<file path="src/hw/rtl/rotated_box_world_bounds_unit_macros.svh">
// Assertion macros shared by the RTL of the rotated box bounds unit.
`ifndef ROTATED_BOX_WORLD_BOUNDS_UNIT_MACROS_SVH
`define ROTATED_BOX_WORLD_BOUNDS_UNIT_MACROS_SVH

// Implication checked out of reset.
`define RBWB_ASSERT_IMPLY(label, clk, rst_n, ante, cons) \
  label: assert property (@(posedge clk) disable iff (!rst_n) (ante) |-> (cons)) \
    else $error("rbwb: implication check failed");

// Checks what must hold directly after reset is sampled active (low).
`define RBWB_ASSERT_AFTER_RESET(label, clk, rst_n, cons) \
  label: assert property (@(posedge clk) (rst_n === 1'b0) |=> (cons)) \
    else $error("rbwb: post-reset check failed");

`endif

</file>
<file path="src/hw/rtl/rbwb_pkg.sv">
package rbwb_pkg;

  localparam int ANGLE_BITS    = 16;
  localparam int TRIG_STAGES   = 16;
  localparam int CORDIC_STAGES = (TRIG_STAGES > 24) ? 24 : TRIG_STAGES;
  localparam int ATAN_IDX_W    = 5;
  localparam int ANGLE_W       = 16;
  localparam int COORD_W       = 32;
  localparam int CXY_W         = 34;  // Q2.30 plus growth headroom
  localparam int Z_W           = 32;
  localparam int TRIG_FRAC     = 15;
  localparam int TRIG_W        = TRIG_FRAC + 2;  // holds -32768..32768
  localparam int PROD_W        = COORD_W + TRIG_W;
  localparam int CORNER_W      = PROD_W + 1;
  localparam int FIN_W         = CORNER_W + 2;

  localparam logic signed [CXY_W-1:0] CORDIC_GAIN = CXY_W'(32'h26DD3B6A);

  typedef logic signed [COORD_W-1:0]  coord_t;
  typedef logic signed [TRIG_W-1:0]   trig_val_t;
  typedef logic signed [CORNER_W-1:0] corner_val_t;

  typedef enum logic [1:0] {
    QUAD_0,
    QUAD_1,
    QUAD_2,
    QUAD_3
  } quad_t;

  typedef enum logic [1:0] {
    REG_LOCAL_LOW_X,
    REG_LOCAL_LOW_Y,
    REG_LOCAL_HIGH_X,
    REG_LOCAL_HIGH_Y
  } cfg_reg_t;

  typedef struct packed {
    logic [ANGLE_W-1:0] turn_angle;
    coord_t             pos_x;
    coord_t             pos_y;
  } in_t;

  typedef struct packed {
    coord_t world_low_x;
    coord_t world_low_y;
    coord_t world_high_x;
    coord_t world_high_y;
  } out_t;

  typedef struct packed {
    coord_t local_low_x;
    coord_t local_low_y;
    coord_t local_high_x;
    coord_t local_high_y;
  } box_t;

  typedef struct packed {
    logic signed [CXY_W-1:0] x;
    logic signed [CXY_W-1:0] y;
    logic signed [Z_W-1:0]   z;
    quad_t                   quad;
    coord_t                  pos_x;
    coord_t                  pos_y;
  } cordic_t;

  typedef struct packed {
    corner_val_t [3:0] px;
    corner_val_t [3:0] py;
    coord_t            pos_x;
    coord_t            pos_y;
  } corner_set_t;

  // atan(2^-i) in units of 2^-32 turn
  function automatic logic [31:0] atan_turn(input logic [ATAN_IDX_W-1:0] idx);
    logic [31:0] v;
    case (idx)
      5'd0:    v = 32'h20000000;
      5'd1:    v = 32'h12E4051E;
      5'd2:    v = 32'h09FB385B;
      5'd3:    v = 32'h051111D4;
      5'd4:    v = 32'h028B0D43;
      5'd5:    v = 32'h0145D7E1;
      5'd6:    v = 32'h00A2F61E;
      5'd7:    v = 32'h00517C55;
      5'd8:    v = 32'h0028BE53;
      5'd9:    v = 32'h00145F2F;
      5'd10:   v = 32'h000A2F98;
      5'd11:   v = 32'h000517CC;
      5'd12:   v = 32'h00028BE6;
      5'd13:   v = 32'h000145F3;
      5'd14:   v = 32'h0000A2FA;
      5'd15:   v = 32'h0000517D;
      5'd16:   v = 32'h000028BE;
      5'd17:   v = 32'h0000145F;
      5'd18:   v = 32'h00000A30;
      5'd19:   v = 32'h00000518;
      5'd20:   v = 32'h0000028C;
      5'd21:   v = 32'h00000146;
      5'd22:   v = 32'h000000A3;
      5'd23:   v = 32'h00000051;
      default: v = 32'h00000000;
    endcase
    return v;
  endfunction

endpackage

</file>
<file path="src/hw/rtl/rbwb_cordic_cell.sv">
// One CORDIC rotation step with its own pipeline register.
module rbwb_cordic_cell (
  input  logic                            clk,
  input  logic                            rst_n,
  input  logic [rbwb_pkg::ATAN_IDX_W-1:0] stage_idx,
  input  logic                            in_valid,
  output logic                            in_ready,
  input  rbwb_pkg::cordic_t               in_data,
  output logic                            out_valid,
  input  logic                            out_ready,
  output rbwb_pkg::cordic_t               out_data
);
  import rbwb_pkg::*;

  logic                    v_r;
  cordic_t                 d_r;
  cordic_t                 d_nxt;
  logic signed [CXY_W-1:0] dx;
  logic signed [CXY_W-1:0] dy;
  logic signed [Z_W-1:0]   at;

  assign in_ready  = !v_r || out_ready;
  assign out_valid = v_r;
  assign out_data  = d_r;

  always_comb begin
    dx    = in_data.y >>> stage_idx;
    dy    = in_data.x >>> stage_idx;
    at    = atan_turn(stage_idx);
    d_nxt = in_data;
    if (!in_data.z[Z_W-1]) begin
      d_nxt.x = in_data.x - dx;
      d_nxt.y = in_data.y + dy;
      d_nxt.z = in_data.z - at;
    end else begin
      d_nxt.x = in_data.x + dx;
      d_nxt.y = in_data.y - dy;
      d_nxt.z = in_data.z + at;
    end
  end

  always_ff @(posedge clk) begin
    if (!rst_n) begin
      v_r <= 1'b0;
    end else if (in_ready) begin
      v_r <= in_valid;
    end
  end

  always_ff @(posedge clk) begin
    if (in_valid && in_ready) begin
      d_r <= d_nxt;
    end
  end

endmodule

</file>
<file path="config.mk">
export PLATFORM = sky130hd
export DESIGN_NAME = rbwb_cordic_cell
export DESIGN_NICKNAME = d
export VERILOG_FILES = /design/src/hw/rtl/rotated_box_world_bounds_unit_macros.svh /design/src/hw/rtl/rbwb_pkg.sv /design/src/hw/rtl/rbwb_cordic_cell.sv
export SDC_FILE = /design/constraint.sdc
export NUM_CORES = 1
export LEC_CHECK = 0
export BUFFER_PORTS_ARGS = -buffer_cell sky130_fd_sc_hd__buf_2
export CORE_MARGIN = 2
export CORE_UTILIZATION = 58
export CTS_BUF_LIST = sky130_fd_sc_hd__clkbuf_16
export CTS_CLUSTER_DIAMETER = 60
export CTS_CLUSTER_SIZE = 30
export DETAILED_ROUTE_END_ITERATION = 10
export PLACE_DENSITY = 0.83
export SETUP_SLACK_MARGIN = 0.2
export SLEW_MARGIN = 5
export SYNTH_ARGS = -nofsm -noshare
export SYNTH_HDL_FRONTEND = slang
export SYNTH_SLANG_ARGS = --single-unit
</file>
<file path="constraint.sdc">
create_clock -name clk -period 7.4 [get_ports clk]
set_clock_uncertainty 0.2 [all_clocks]
set_input_delay 0.74 -clock clk [delete_from_list [all_inputs] [get_ports clk]]
set_output_delay 0.74 -clock clk [all_outputs]
set_load 0.05 [all_outputs]
</file>
==> results.yml <==
outcome:
  status: "completed"
cts:
  tritoncts_num_sinks: 167
  cts_buffers: 17
  insertion_delay_ns: 0.44
  cts_post_setup_buffers_inserted: 0
  clockRootBuffer: "sky130_fd_sc_hd__clkbuf_16"
  cts.reportedPaths.clkPinSlew_ns: 0.08
  cts_tree: "done"
  h-tree-depth: 4
  number_of_buffers_inserted_for_hold_repair_after_clock_tree_synthesis: 0
  cts.path.max_buffers: 2
global_route:
  gr-total-overflow: 0
  grt_start_max_net_pins: 71
  number_of_global_route_vias_before_repair: 16320
  grt_usage: 0.4113
  grt_pass1_wl_mm: 97.33
  antenna_found_initial: 4
floorplan:
  design.die.area_sq_mm: 0.03123
  placeableCoreArea_sq_mm: 0.02948
  floorplan.die.height_um: 176.7
  die_x_um: 176.7
  floorplan.rows: 63
  design.portCount: 343
  initial_utilization: 0.5869
layout:
  num-nets-final: 2391
  most_frequent_standard_cell_in_the_layout_excluding_fill_and_tap_cells: "sky130_fd_sc_hd__buf_2"
  final_design_area_no_fill_sq_mm: 0.02025
  syn2layout_area_growth_pct: 17.04
  highest_count_cells_in_the_layout_ignoring_fill_and_taps: "339 x sky130_fd_sc_hd__buf_2, 166 x sky130_fd_sc_hd__edfxtp_1, 158 x sky130_fd_sc_hd__nor2_1"
  final_layout_size_suffix_gt1_frac: 0.2810
power_and_ir_drop:
  power.static_leakage_nw: 8.488
  finalPower_w: 0.004766
  irDropWorstVdd_mv: 0.2095
  powerDensity_mw_per_mm2: 235.3
worst_setup_path:
  crit_buf_inv: 2
  ws_path_type: "in2reg"
  worst_path_max_fanout: 48
  timing.critical_path.required_ns: 7.39
  startpoint_kind_of_the_worst_setup_timing_path: "primary input"
  cp_cell_sequence: "clkbuf_8, mux4_2, mux2i_1, o22ai_1, a221oi_1, buf_4, and3_1, and4_1, and3_1, nor2b_1, a21oi_1, xnor2_1, ha_1, a2111oi_0, o21ai_0, a31o_2, a221oi_1, o211a_1, nor3_1, a2111oi_1, xnor2_1"
  path_delay_family: "compound AO/OA/AOI/OAI gates"
  cp_slowest_stage_delay_ns: 0.62
  worst_ep_arrival_time_ns: 7.02
  timing.critical_path.to_type: "register"
  worst_path_slowest_cell: "sky130_fd_sc_hd__mux4_2"
drt:
  route.detailed.drc: 0
  avgRoutedWirePerCell_um: 25.98
  detail_route.vias_per_cell: 6.789
  drt-initial-drc-count: 2317
  firstDrtPassIters: 7
  final_antenna_net_count: 0
  drt-total-wl_mm: 65.29
  num_vias: 17060
yosys:
  synth_fp_nets: 2045
  ys_ff_latch: 167
  post_synth_instance_area_sq_mm: 0.01730
  synth_area_per_cell_sq_um: 9.820
  ys_flop_type: "sky130_fd_sc_hd__edfxtp_1"
  synthesis.instances: 1762
  synth_seq_area_share: 0.2892
  synth_enable_flop_cells: 166
  ffs_w_async_s_r_synth: 0
  ys.warnings.count: 0
  synth_cell_types: 97
timing:
  fin_crit_sh: 0.9494
  pins_over_slew_limit: 0
  setup_violations: 0
  totalNegativeSetupSlack_ns: 0
  rsz0062_at_grt: "false"
  fmax_mhz: 142.3
  tightestPinTransition_ns: 0.9772
  min_period_ns: 7.026
  timing_hold_violations_final: 0
  max_slew_margin: 0.3382
flow_run:
  maxCapViolCount: 0
placement:
  placement.cell_area_sq_mm: 0.01959
  gp_congestion: 1.067
  place_hpwl_mm: 50.52
  port_buffers: 342
min_path:
  hp-class: "in2reg"
-- worst register-to-register path, delay by kind of cell (launching register included) --
kind,cells,cell delay [ns]
buffers and inverters,1,0.79
and+or+nand+nor,2,0.83
DFF,1,0.32
-- final timing paths --
path	start	cells after the start	to	slack, ns
worst max-delay path	stage_idx[0]	21	out_data[131]$_DFFE_PP_	0.37
worst min-delay path	in_data[7]	1	out_data[7]$_DFFE_PP_	0.26
worst max register to register	out_valid$_SDFFE_PN0N_	3	out_data[119]$_DFFE_PP_	4.82
worst min register to register	out_valid$_SDFFE_PN0N_	2	out_valid$_SDFFE_PN0N_	0.37
-- registers in the layout, summed over array words and instances, names as in the netlist --
| register | flops |
|---|---|
| out_valid | 1 |
| out_data | 166 |
-- cells in the mapped netlist (all sizes together) (10+ instances only) --
library cell / count / share of area
edfxtp: 166 / 0.29
nor2: 159 / 0.035
a21oi: 147 / 0.043
nand2: 118 / 0.026
xnor2: 118 / 0.060
ha: 105 / 0.076
mux4: 84 / 0.11
o21ai: 82 / 0.024
buf: 65 / 0.028
mux2i: 60 / 0.035
xor2: 54 / 0.027
inv: 53 / 0.011
a21o: 47 / 0.020
a31oi: 33 / 0.012
clkbuf: 31 / 0.0067
nand3: 31 / 0.0090
and2: 30 / 0.011
mux2: 29 / 0.019
a211oi: 26 / 0.012
nor3: 25 / 0.0078
nor2b: 23 / 0.0083
o21a: 21 / 0.0091
nand2b: 20 / 0.0072
and3: 17 / 0.0067
o22ai: 16 / 0.0058
o21bai: 15 / 0.0065
a21boi: 12 / 0.0052
a22oi: 11 / 0.0048
a221oi: 10 / 0.0054
a41oi: 10 / 0.0051
or2: 10 / 0.0036
-- final cells by class --
class	count	area, sq um
sequential	167	5005
tap	390	488.0
clock buffer	17	425.4
antenna	2	5.005
fill	2279	9230
multi-input combinational	1445	11510
clock inverter	15	215.2
inverter	54	202.7
timing repair buffer	423	2396
-- repair_timing --
item | CTS | global route
resized for setup | 0 | 5
hold endpoints to repair | 0 | 0
setup endpoints to repair | 0 | 4
-- where the power goes --
| group | switching, W | internal (W) | leakage (nW) |
|---|---|---|---|
| Clock | 0.000439 | 0.000577 | 0.319 |
| Combinational | 0.00161 | 0.000825 | 6.56 |
| Sequential | 0.0000439 | 0.00127 | 1.61 |
-- per-stage QoR --
stage          hold slack, ns  setup slack, ns  std cells  utilization
6_report               0.2644           0.3744       2513       0.6869
5_1_grt                0.2599           0.2013       2513       0.6869
4_1_cts                0.2574           0.6129       2511       0.6861
3_5_place_dp           0.3620           0.1644       2479       0.6644
3_3_place_gp           0.3111           0.3160       2479       0.6644
2_1_floorplan          0.6389            1.034       1762            -
-- layer usage --
metal	up-vias	track usage	share of wire
met4	4	0.2025	0.050
met2	1237	0.6592	0.46
li1	7451	-	-
met3	210	0.09429	0.11
met1	8158	0.5252	0.38
met5	-	0	0.00049
-- cell families after synthesis --
kind of cell | count (synthesis) | share of synthesized area
AO/OA/AOI/OAI | 518 | 0.1994
AND/OR/NAND/NOR | 474 | 0.1336
multiplexers | 173 | 0.1650
XOR/XNOR | 172 | 0.08706
buffers and inverters | 150 | 0.04621
adder cells (fa/ha/maj) | 108 | 0.07940
flip-flops | 167 | 0.2892
Note: power is estimated with default switching activity, not from simulation.
