==> src/hw/rtl/rotated_box_world_bounds_unit_macros.svh <==
// Assertion macros shared by the RTL of the rotated box bounds unit.
`ifndef ROTATED_BOX_WORLD_BOUNDS_UNIT_MACROS_SVH
`define ROTATED_BOX_WORLD_BOUNDS_UNIT_MACROS_SVH

// Implication checked out of reset.
`define RBWB_ASSERT_IMPLY(label, clk, rst_n, ante, cons) \
  label: assert property (@(posedge clk) disable iff (!rst_n) (ante) |-> (cons)) \
    else $error("rbwb: implication check failed");

// Checks what must hold directly after reset is sampled active (low).
`define RBWB_ASSERT_AFTER_RESET(label, clk, rst_n, cons) \
  label: assert property (@(posedge clk) (rst_n === 1'b0) |=> (cons)) \
    else $error("rbwb: post-reset check failed");

`endif

==> src/hw/rtl/rbwb_pkg.sv <==
package rbwb_pkg;

  localparam int ANGLE_BITS    = 16;
  localparam int TRIG_STAGES   = 16;
  localparam int CORDIC_STAGES = (TRIG_STAGES > 24) ? 24 : TRIG_STAGES;
  localparam int ATAN_IDX_W    = 5;
  localparam int ANGLE_W       = 16;
  localparam int COORD_W       = 32;
  localparam int CXY_W         = 34;  // Q2.30 plus growth headroom
  localparam int Z_W           = 32;
  localparam int TRIG_FRAC     = 15;
  localparam int TRIG_W        = TRIG_FRAC + 2;  // holds -32768..32768
  localparam int PROD_W        = COORD_W + TRIG_W;
  localparam int CORNER_W      = PROD_W + 1;
  localparam int FIN_W         = CORNER_W + 2;

  localparam logic signed [CXY_W-1:0] CORDIC_GAIN = CXY_W'(32'h26DD3B6A);

  typedef logic signed [COORD_W-1:0]  coord_t;
  typedef logic signed [TRIG_W-1:0]   trig_val_t;
  typedef logic signed [CORNER_W-1:0] corner_val_t;

  typedef enum logic [1:0] {
    QUAD_0,
    QUAD_1,
    QUAD_2,
    QUAD_3
  } quad_t;

  typedef enum logic [1:0] {
    REG_LOCAL_LOW_X,
    REG_LOCAL_LOW_Y,
    REG_LOCAL_HIGH_X,
    REG_LOCAL_HIGH_Y
  } cfg_reg_t;

  typedef struct packed {
    logic [ANGLE_W-1:0] turn_angle;
    coord_t             pos_x;
    coord_t             pos_y;
  } in_t;

  typedef struct packed {
    coord_t world_low_x;
    coord_t world_low_y;
    coord_t world_high_x;
    coord_t world_high_y;
  } out_t;

  typedef struct packed {
    coord_t local_low_x;
    coord_t local_low_y;
    coord_t local_high_x;
    coord_t local_high_y;
  } box_t;

  typedef struct packed {
    logic signed [CXY_W-1:0] x;
    logic signed [CXY_W-1:0] y;
    logic signed [Z_W-1:0]   z;
    quad_t                   quad;
    coord_t                  pos_x;
    coord_t                  pos_y;
  } cordic_t;

  typedef struct packed {
    corner_val_t [3:0] px;
    corner_val_t [3:0] py;
    coord_t            pos_x;
    coord_t            pos_y;
  } corner_set_t;

  // atan(2^-i) in units of 2^-32 turn
  function automatic logic [31:0] atan_turn(input logic [ATAN_IDX_W-1:0] idx);
    logic [31:0] v;
    case (idx)
      5'd0:    v = 32'h20000000;
      5'd1:    v = 32'h12E4051E;
      5'd2:    v = 32'h09FB385B;
      5'd3:    v = 32'h051111D4;
      5'd4:    v = 32'h028B0D43;
      5'd5:    v = 32'h0145D7E1;
      5'd6:    v = 32'h00A2F61E;
      5'd7:    v = 32'h00517C55;
      5'd8:    v = 32'h0028BE53;
      5'd9:    v = 32'h00145F2F;
      5'd10:   v = 32'h000A2F98;
      5'd11:   v = 32'h000517CC;
      5'd12:   v = 32'h00028BE6;
      5'd13:   v = 32'h000145F3;
      5'd14:   v = 32'h0000A2FA;
      5'd15:   v = 32'h0000517D;
      5'd16:   v = 32'h000028BE;
      5'd17:   v = 32'h0000145F;
      5'd18:   v = 32'h00000A30;
      5'd19:   v = 32'h00000518;
      5'd20:   v = 32'h0000028C;
      5'd21:   v = 32'h00000146;
      5'd22:   v = 32'h000000A3;
      5'd23:   v = 32'h00000051;
      default: v = 32'h00000000;
    endcase
    return v;
  endfunction

endpackage

==> src/hw/rtl/rbwb_bound_unit.sv <==
// Min/max over the four corners (two compare levels), then position add,
// rounding and saturation into the output register.
module rbwb_bound_unit (
  input  logic                  clk,
  input  logic                  rst_n,
  input  logic                  in_valid,
  output logic                  in_ready,
  input  rbwb_pkg::corner_set_t in_data,
  output logic                  out_valid,
  input  logic                  out_ready,
  output rbwb_pkg::out_t        out_data
);
  import rbwb_pkg::*;

  localparam int SH_W = FIN_W - TRIG_FRAC;
  localparam logic signed [SH_W-1:0] SAT_HI =
    {{(SH_W - COORD_W + 1){1'b0}}, {(COORD_W - 1){1'b1}}};
  localparam logic signed [SH_W-1:0] SAT_LO =
    {{(SH_W - COORD_W + 1){1'b1}}, {(COORD_W - 1){1'b0}}};
  localparam logic signed [FIN_W-1:0] RND = FIN_W'(1 << (TRIG_FRAC - 1));

  function automatic corner_val_t min2(input corner_val_t a, input corner_val_t b);
    return (b < a) ? b : a;
  endfunction

  function automatic corner_val_t max2(input corner_val_t a, input corner_val_t b);
    return (b > a) ? b : a;
  endfunction

  function automatic coord_t finish(input corner_val_t c, input coord_t p);
    logic signed [FIN_W-1:0] sum;
    logic signed [SH_W-1:0]  sh;
    sum = FIN_W'(c) + (FIN_W'(p) <<< TRIG_FRAC) + RND;
    sh  = sum[FIN_W-1:TRIG_FRAC];
    if (sh > SAT_HI)      sh = SAT_HI;
    else if (sh < SAT_LO) sh = SAT_LO;
    return sh[COORD_W-1:0];
  endfunction

  // first compare level: pairs {0,1} and {2,3}
  logic        a_v_r;
  corner_val_t a_mnx_r [2];
  corner_val_t a_mxx_r [2];
  corner_val_t a_mny_r [2];
  corner_val_t a_mxy_r [2];
  coord_t      a_px_r, a_py_r;
  // second compare level
  logic        b_v_r;
  corner_val_t b_mnx_r, b_mxx_r, b_mny_r, b_mxy_r;
  coord_t      b_px_r, b_py_r;
  // output register
  logic        o_v_r;
  out_t        o_r, o_nxt;

  logic a_rdy, b_rdy, o_rdy;

  assign o_rdy     = !o_v_r || out_ready;
  assign b_rdy     = !b_v_r || o_rdy;
  assign a_rdy     = !a_v_r || b_rdy;
  assign in_ready  = a_rdy;
  assign out_valid = o_v_r;
  assign out_data  = o_r;

  always_comb begin
    o_nxt.world_low_x  = finish(b_mnx_r, b_px_r);
    o_nxt.world_low_y  = finish(b_mny_r, b_py_r);
    o_nxt.world_high_x = finish(b_mxx_r, b_px_r);
    o_nxt.world_high_y = finish(b_mxy_r, b_py_r);
  end

  always_ff @(posedge clk) begin
    if (!rst_n) begin
      a_v_r <= 1'b0;
      b_v_r <= 1'b0;
      o_v_r <= 1'b0;
    end else begin
      if (a_rdy) a_v_r <= in_valid;
      if (b_rdy) b_v_r <= a_v_r;
      if (o_rdy) o_v_r <= b_v_r;
    end
  end

  always_ff @(posedge clk) begin
    if (in_valid && a_rdy) begin
      a_mnx_r[0] <= min2(in_data.px[0], in_data.px[1]);
      a_mnx_r[1] <= min2(in_data.px[2], in_data.px[3]);
      a_mxx_r[0] <= max2(in_data.px[0], in_data.px[1]);
      a_mxx_r[1] <= max2(in_data.px[2], in_data.px[3]);
      a_mny_r[0] <= min2(in_data.py[0], in_data.py[1]);
      a_mny_r[1] <= min2(in_data.py[2], in_data.py[3]);
      a_mxy_r[0] <= max2(in_data.py[0], in_data.py[1]);
      a_mxy_r[1] <= max2(in_data.py[2], in_data.py[3]);
      a_px_r     <= in_data.pos_x;
      a_py_r     <= in_data.pos_y;
    end
    if (a_v_r && b_rdy) begin
      b_mnx_r <= min2(a_mnx_r[0], a_mnx_r[1]);
      b_mxx_r <= max2(a_mxx_r[0], a_mxx_r[1]);
      b_mny_r <= min2(a_mny_r[0], a_mny_r[1]);
      b_mxy_r <= max2(a_mxy_r[0], a_mxy_r[1]);
      b_px_r  <= a_px_r;
      b_py_r  <= a_py_r;
    end
    if (b_v_r && o_rdy) begin
      o_r <= o_nxt;
    end
  end

endmodule

==> config.mk <==
export PLATFORM = sky130hd
export DESIGN_NAME = rbwb_bound_unit
export DESIGN_NICKNAME = d
export VERILOG_FILES = /design/src/hw/rtl/rotated_box_world_bounds_unit_macros.svh /design/src/hw/rtl/rbwb_pkg.sv /design/src/hw/rtl/rbwb_bound_unit.sv
export SDC_FILE = /design/constraint.sdc
export NUM_CORES = 2
export LEC_CHECK = 0
export BUFFER_PORTS_ARGS = -buffer_cell sky130_fd_sc_hd__buf_2
export CAP_MARGIN = 20
export CORE_ASPECT_RATIO = 0.6
export CORE_MARGIN = 2
export CORE_UTILIZATION = 46
export CTS_CLUSTER_SIZE = 25
export DETAILED_ROUTE_END_ITERATION = 7
export PLACE_DENSITY = 0.73
export SETUP_SLACK_MARGIN = 0.3
export SLEW_MARGIN = 20
export SYNTH_ARGS = -nofsm -noshare
export SYNTH_HDL_FRONTEND = slang
export SYNTH_SLANG_ARGS = --single-unit
==> constraint.sdc <==
create_clock -name clk -period 53.3 [get_ports clk]
set_input_delay 5.33 -clock clk [delete_from_list [all_inputs] [get_ports clk]]
set_output_delay 5.33 -clock clk [all_outputs]
set_load 0.02 [all_outputs]
==> reports/metrics.cfg <==
[yosys]
syn-instance-count=4199
ys_ff_latch=803
synthDistinctLibCells=82
ys_seq_area_frac=0.487
synth_edf_count=800
synth_nets=5209
syn_area_per_cell_um2=11.8
async_flop_share=0
synth-main-ff-cell=edfxtp_1
synth.cell_area_um2=49500
yosysWarnings=0

[detailed_routing]
drtIter0Drc=3861
wl_um=161000
drtPass1Iterations=6
wire_per_inst_um=25.5
via_count=36400
ant_nets=0
drc=0
via_per_inst=5.75

[setup_path]
critPathSlowestCell=nor2b_1
crit_top_cell=buf_2
crit_fanout=6
end_kind=output port
worst-setup-path-type=in -> out
critical_path.cell_chain=buf_2 -> nor2b_1 -> nand3_1 -> buf_2
worstPathRequired_ns=47.97
path_delay_family=simple AND/OR/NAND/NOR gates
slowest_delay_ns=0.57
cp.arrival_ns=6.36
crit_buf_inv=2
cp-start-kind=primary input

[clock_tree]
cts_setup_buffers=0
clockRootBuffer=clkbuf_16
clock-sinks=803
numCtsBuffers=80
cts.clk_slew.worst_paths_ns=0.06
cts_tree=yes
cts-resized-gates=0
clock_path_buffers=3
clk_latency_ns=0.69
cts_hold_buf=0
cts_max_level=3

[grt]
grt_pass1_vias=34400
grt.busiest_layer=met1
grt-ovfl-total=0
use_met1=0.427
antenna_found_initial=82
grt_first_pass_wirelength_um=228000
met2_usage=0.359
use_met3=0.115
grt_max_degree=181
track_usage=0.285

[power]
powerDensity_nw_per_um2=34.1
combPwrFrac=0.275
switching_share=0.321
pwr-share-clk=0.300
finalPower_mw=1.94
p_int_mw=1.32
p_seq_frac=0.426
p_sw_mw=0.624
worst_ir_drop_vdd_mv=0.0386
power.leakage_nw=24.6

[finish]
final_area_um2=57000
utilization=0.533
multi_input_area_um2=23400
fin_cells=6333
final_cell_mix=edfxtp_1, buf_2, ha_1, mux2_2, inv_1
area.sequential_um2=24100
syn_to_final_growth_pct=15.2
mostFrequentLayoutCell=edfxtp_1
post_route_cells_drive_above_1_share=0.262
fillers=9200
final_nets=5800

[sta]
rsz0062_at_grt=no
hold_viol_final=0
slew_viol_final=0
skew_ns=0.0350
setup_viol=0
finalCritPeriodShare=0.219
finalCriticalPeriod_ns=11.69
fmax_mhz=85.5
timing_worst_slew_pin_value_ns=1.04
fin_ws_ns=41.61
whs_ns=0.417
tns_ns=0
relSlewSlack=0.285

[place]
io_buffers=597
place_congestion=1.00
dp.cells=6133
post-place-ws_ns=41.61
dpl.hpwl_um=128000
postPlaceCellArea_um2=54200

[run_status]
status=completed

[min_path]
min_path_type=reg -> reg

[die]
die_width_um=427
dieArea_um2=110000
io_pins=598
core_area_um2=107000
start_util=0.463
rows=93
fp.dieH_um=258

[flow_run]
maxCapViolations=0

[synth_stat cells, types with 9 or more instances]
| master | count | share of area |
|---|---|---|
| nor2b_1 | 35 | 0.0044 |
| a21o_1 | 260 | 0.039 |
| and4_1 | 16 | 0.0028 |
| a221oi_1 | 10 | 0.0018 |
| a211oi_1 | 18 | 0.0027 |
| inv_1 | 457 | 0.035 |
| nand4_1 | 101 | 0.013 |
| nand3_1 | 55 | 0.0056 |
| a31oi_1 | 26 | 0.0033 |
| and3_1 | 22 | 0.0028 |
| o21bai_1 | 25 | 0.0038 |
| o21a_1 | 14 | 0.0021 |
| a21oi_1 | 266 | 0.027 |
| xnor2_1 | 69 | 0.012 |
| ha_1 | 538 | 0.14 |
| o31ai_1 | 11 | 0.0017 |
| edfxtp_1 | 800 | 0.49 |
| xor2_1 | 54 | 0.0096 |
| nand2b_1 | 40 | 0.0051 |
| and2_1 | 10 | 0.0013 |
| o21ai_1 | 15 | 0.0015 |
| mux2_1 | 9 | 0.0020 |
| o211ai_1 | 26 | 0.0039 |
| mux2_2 | 486 | 0.11 |
| nand2_1 | 202 | 0.015 |
| nor2_1 | 121 | 0.0092 |
| or2_2 | 9 | 0.0011 |
| clkbuf_1 | 92 | 0.0070 |
| o21ai_0 | 228 | 0.023 |
| buf_2 | 22 | 0.0022 |
| nor3_1 | 27 | 0.0027 |
[layout make-up]
class	count	area share
Clock inverter	46	0.00966
Inverter	457	0.0301
Clock buffer	99	0.0367
Timing Repair Buffer	625	0.0566
Antenna cell	55	0.00241
Tap cell	1425	0.0313
Sequential cell	803	0.422
Multi-Input combinational cell	2823	0.411
[worst paths after layout]
| path | start | endpoint | slack, ns | depth (start not counted) |
|---|---|---|---|---|
| worst max register to register | b_px_r[22]$_DFFE_PP_ | out_data[99]$_SDFFCE_PN1P_ | 48.73 | 12 |
| worst max-delay path | out_ready | in_ready | 41.61 | 4 |
| worst min register to register | a_px_r[7]$_DFFE_PP_ | b_px_r[7]$_DFFE_PP_ | 0.42 | 0 |
| worst min-delay path | a_px_r[7]$_DFFE_PP_ | b_px_r[7]$_DFFE_PP_ | 0.42 | 0 |
[cells by family after synthesis]
kind of cell,Yosys count,share of synthesized area
compound gates,996,0.129
xor+xnor,125,0.0224
fa+ha+maj,542,0.138
buf+inv,573,0.0443
flops,803,0.487
mux,499,0.113
simple gates,661,0.0666
[layer usage]
metal  up-vias  wire, um
li1      16900         -
met1     17500     73700
met2      1678     62000
met3       247     20100
met4        16      5510
met5         -        98
[registers in the layout, summed over array words and instances (netlist names), 100 cells and up]
register,cells
out_data,128
a_mnx_r,100
a_mny_r,100
a_mxx_r,100
a_mxy_r,100
[power groups by stage]
stage          Sequential, mW  Clock [mW]  Combinational [mW]
2_1_floorplan           0.842           0               0.338
3_3_place_gp            0.836           0               0.508
3_5_place_dp            0.837           0               0.516
4_1_cts                 0.824       0.589               0.521
5_1_grt                 0.831       0.613               0.579
6_report                0.827       0.582               0.534
Note: power is estimated with default switching activity, not from simulation.
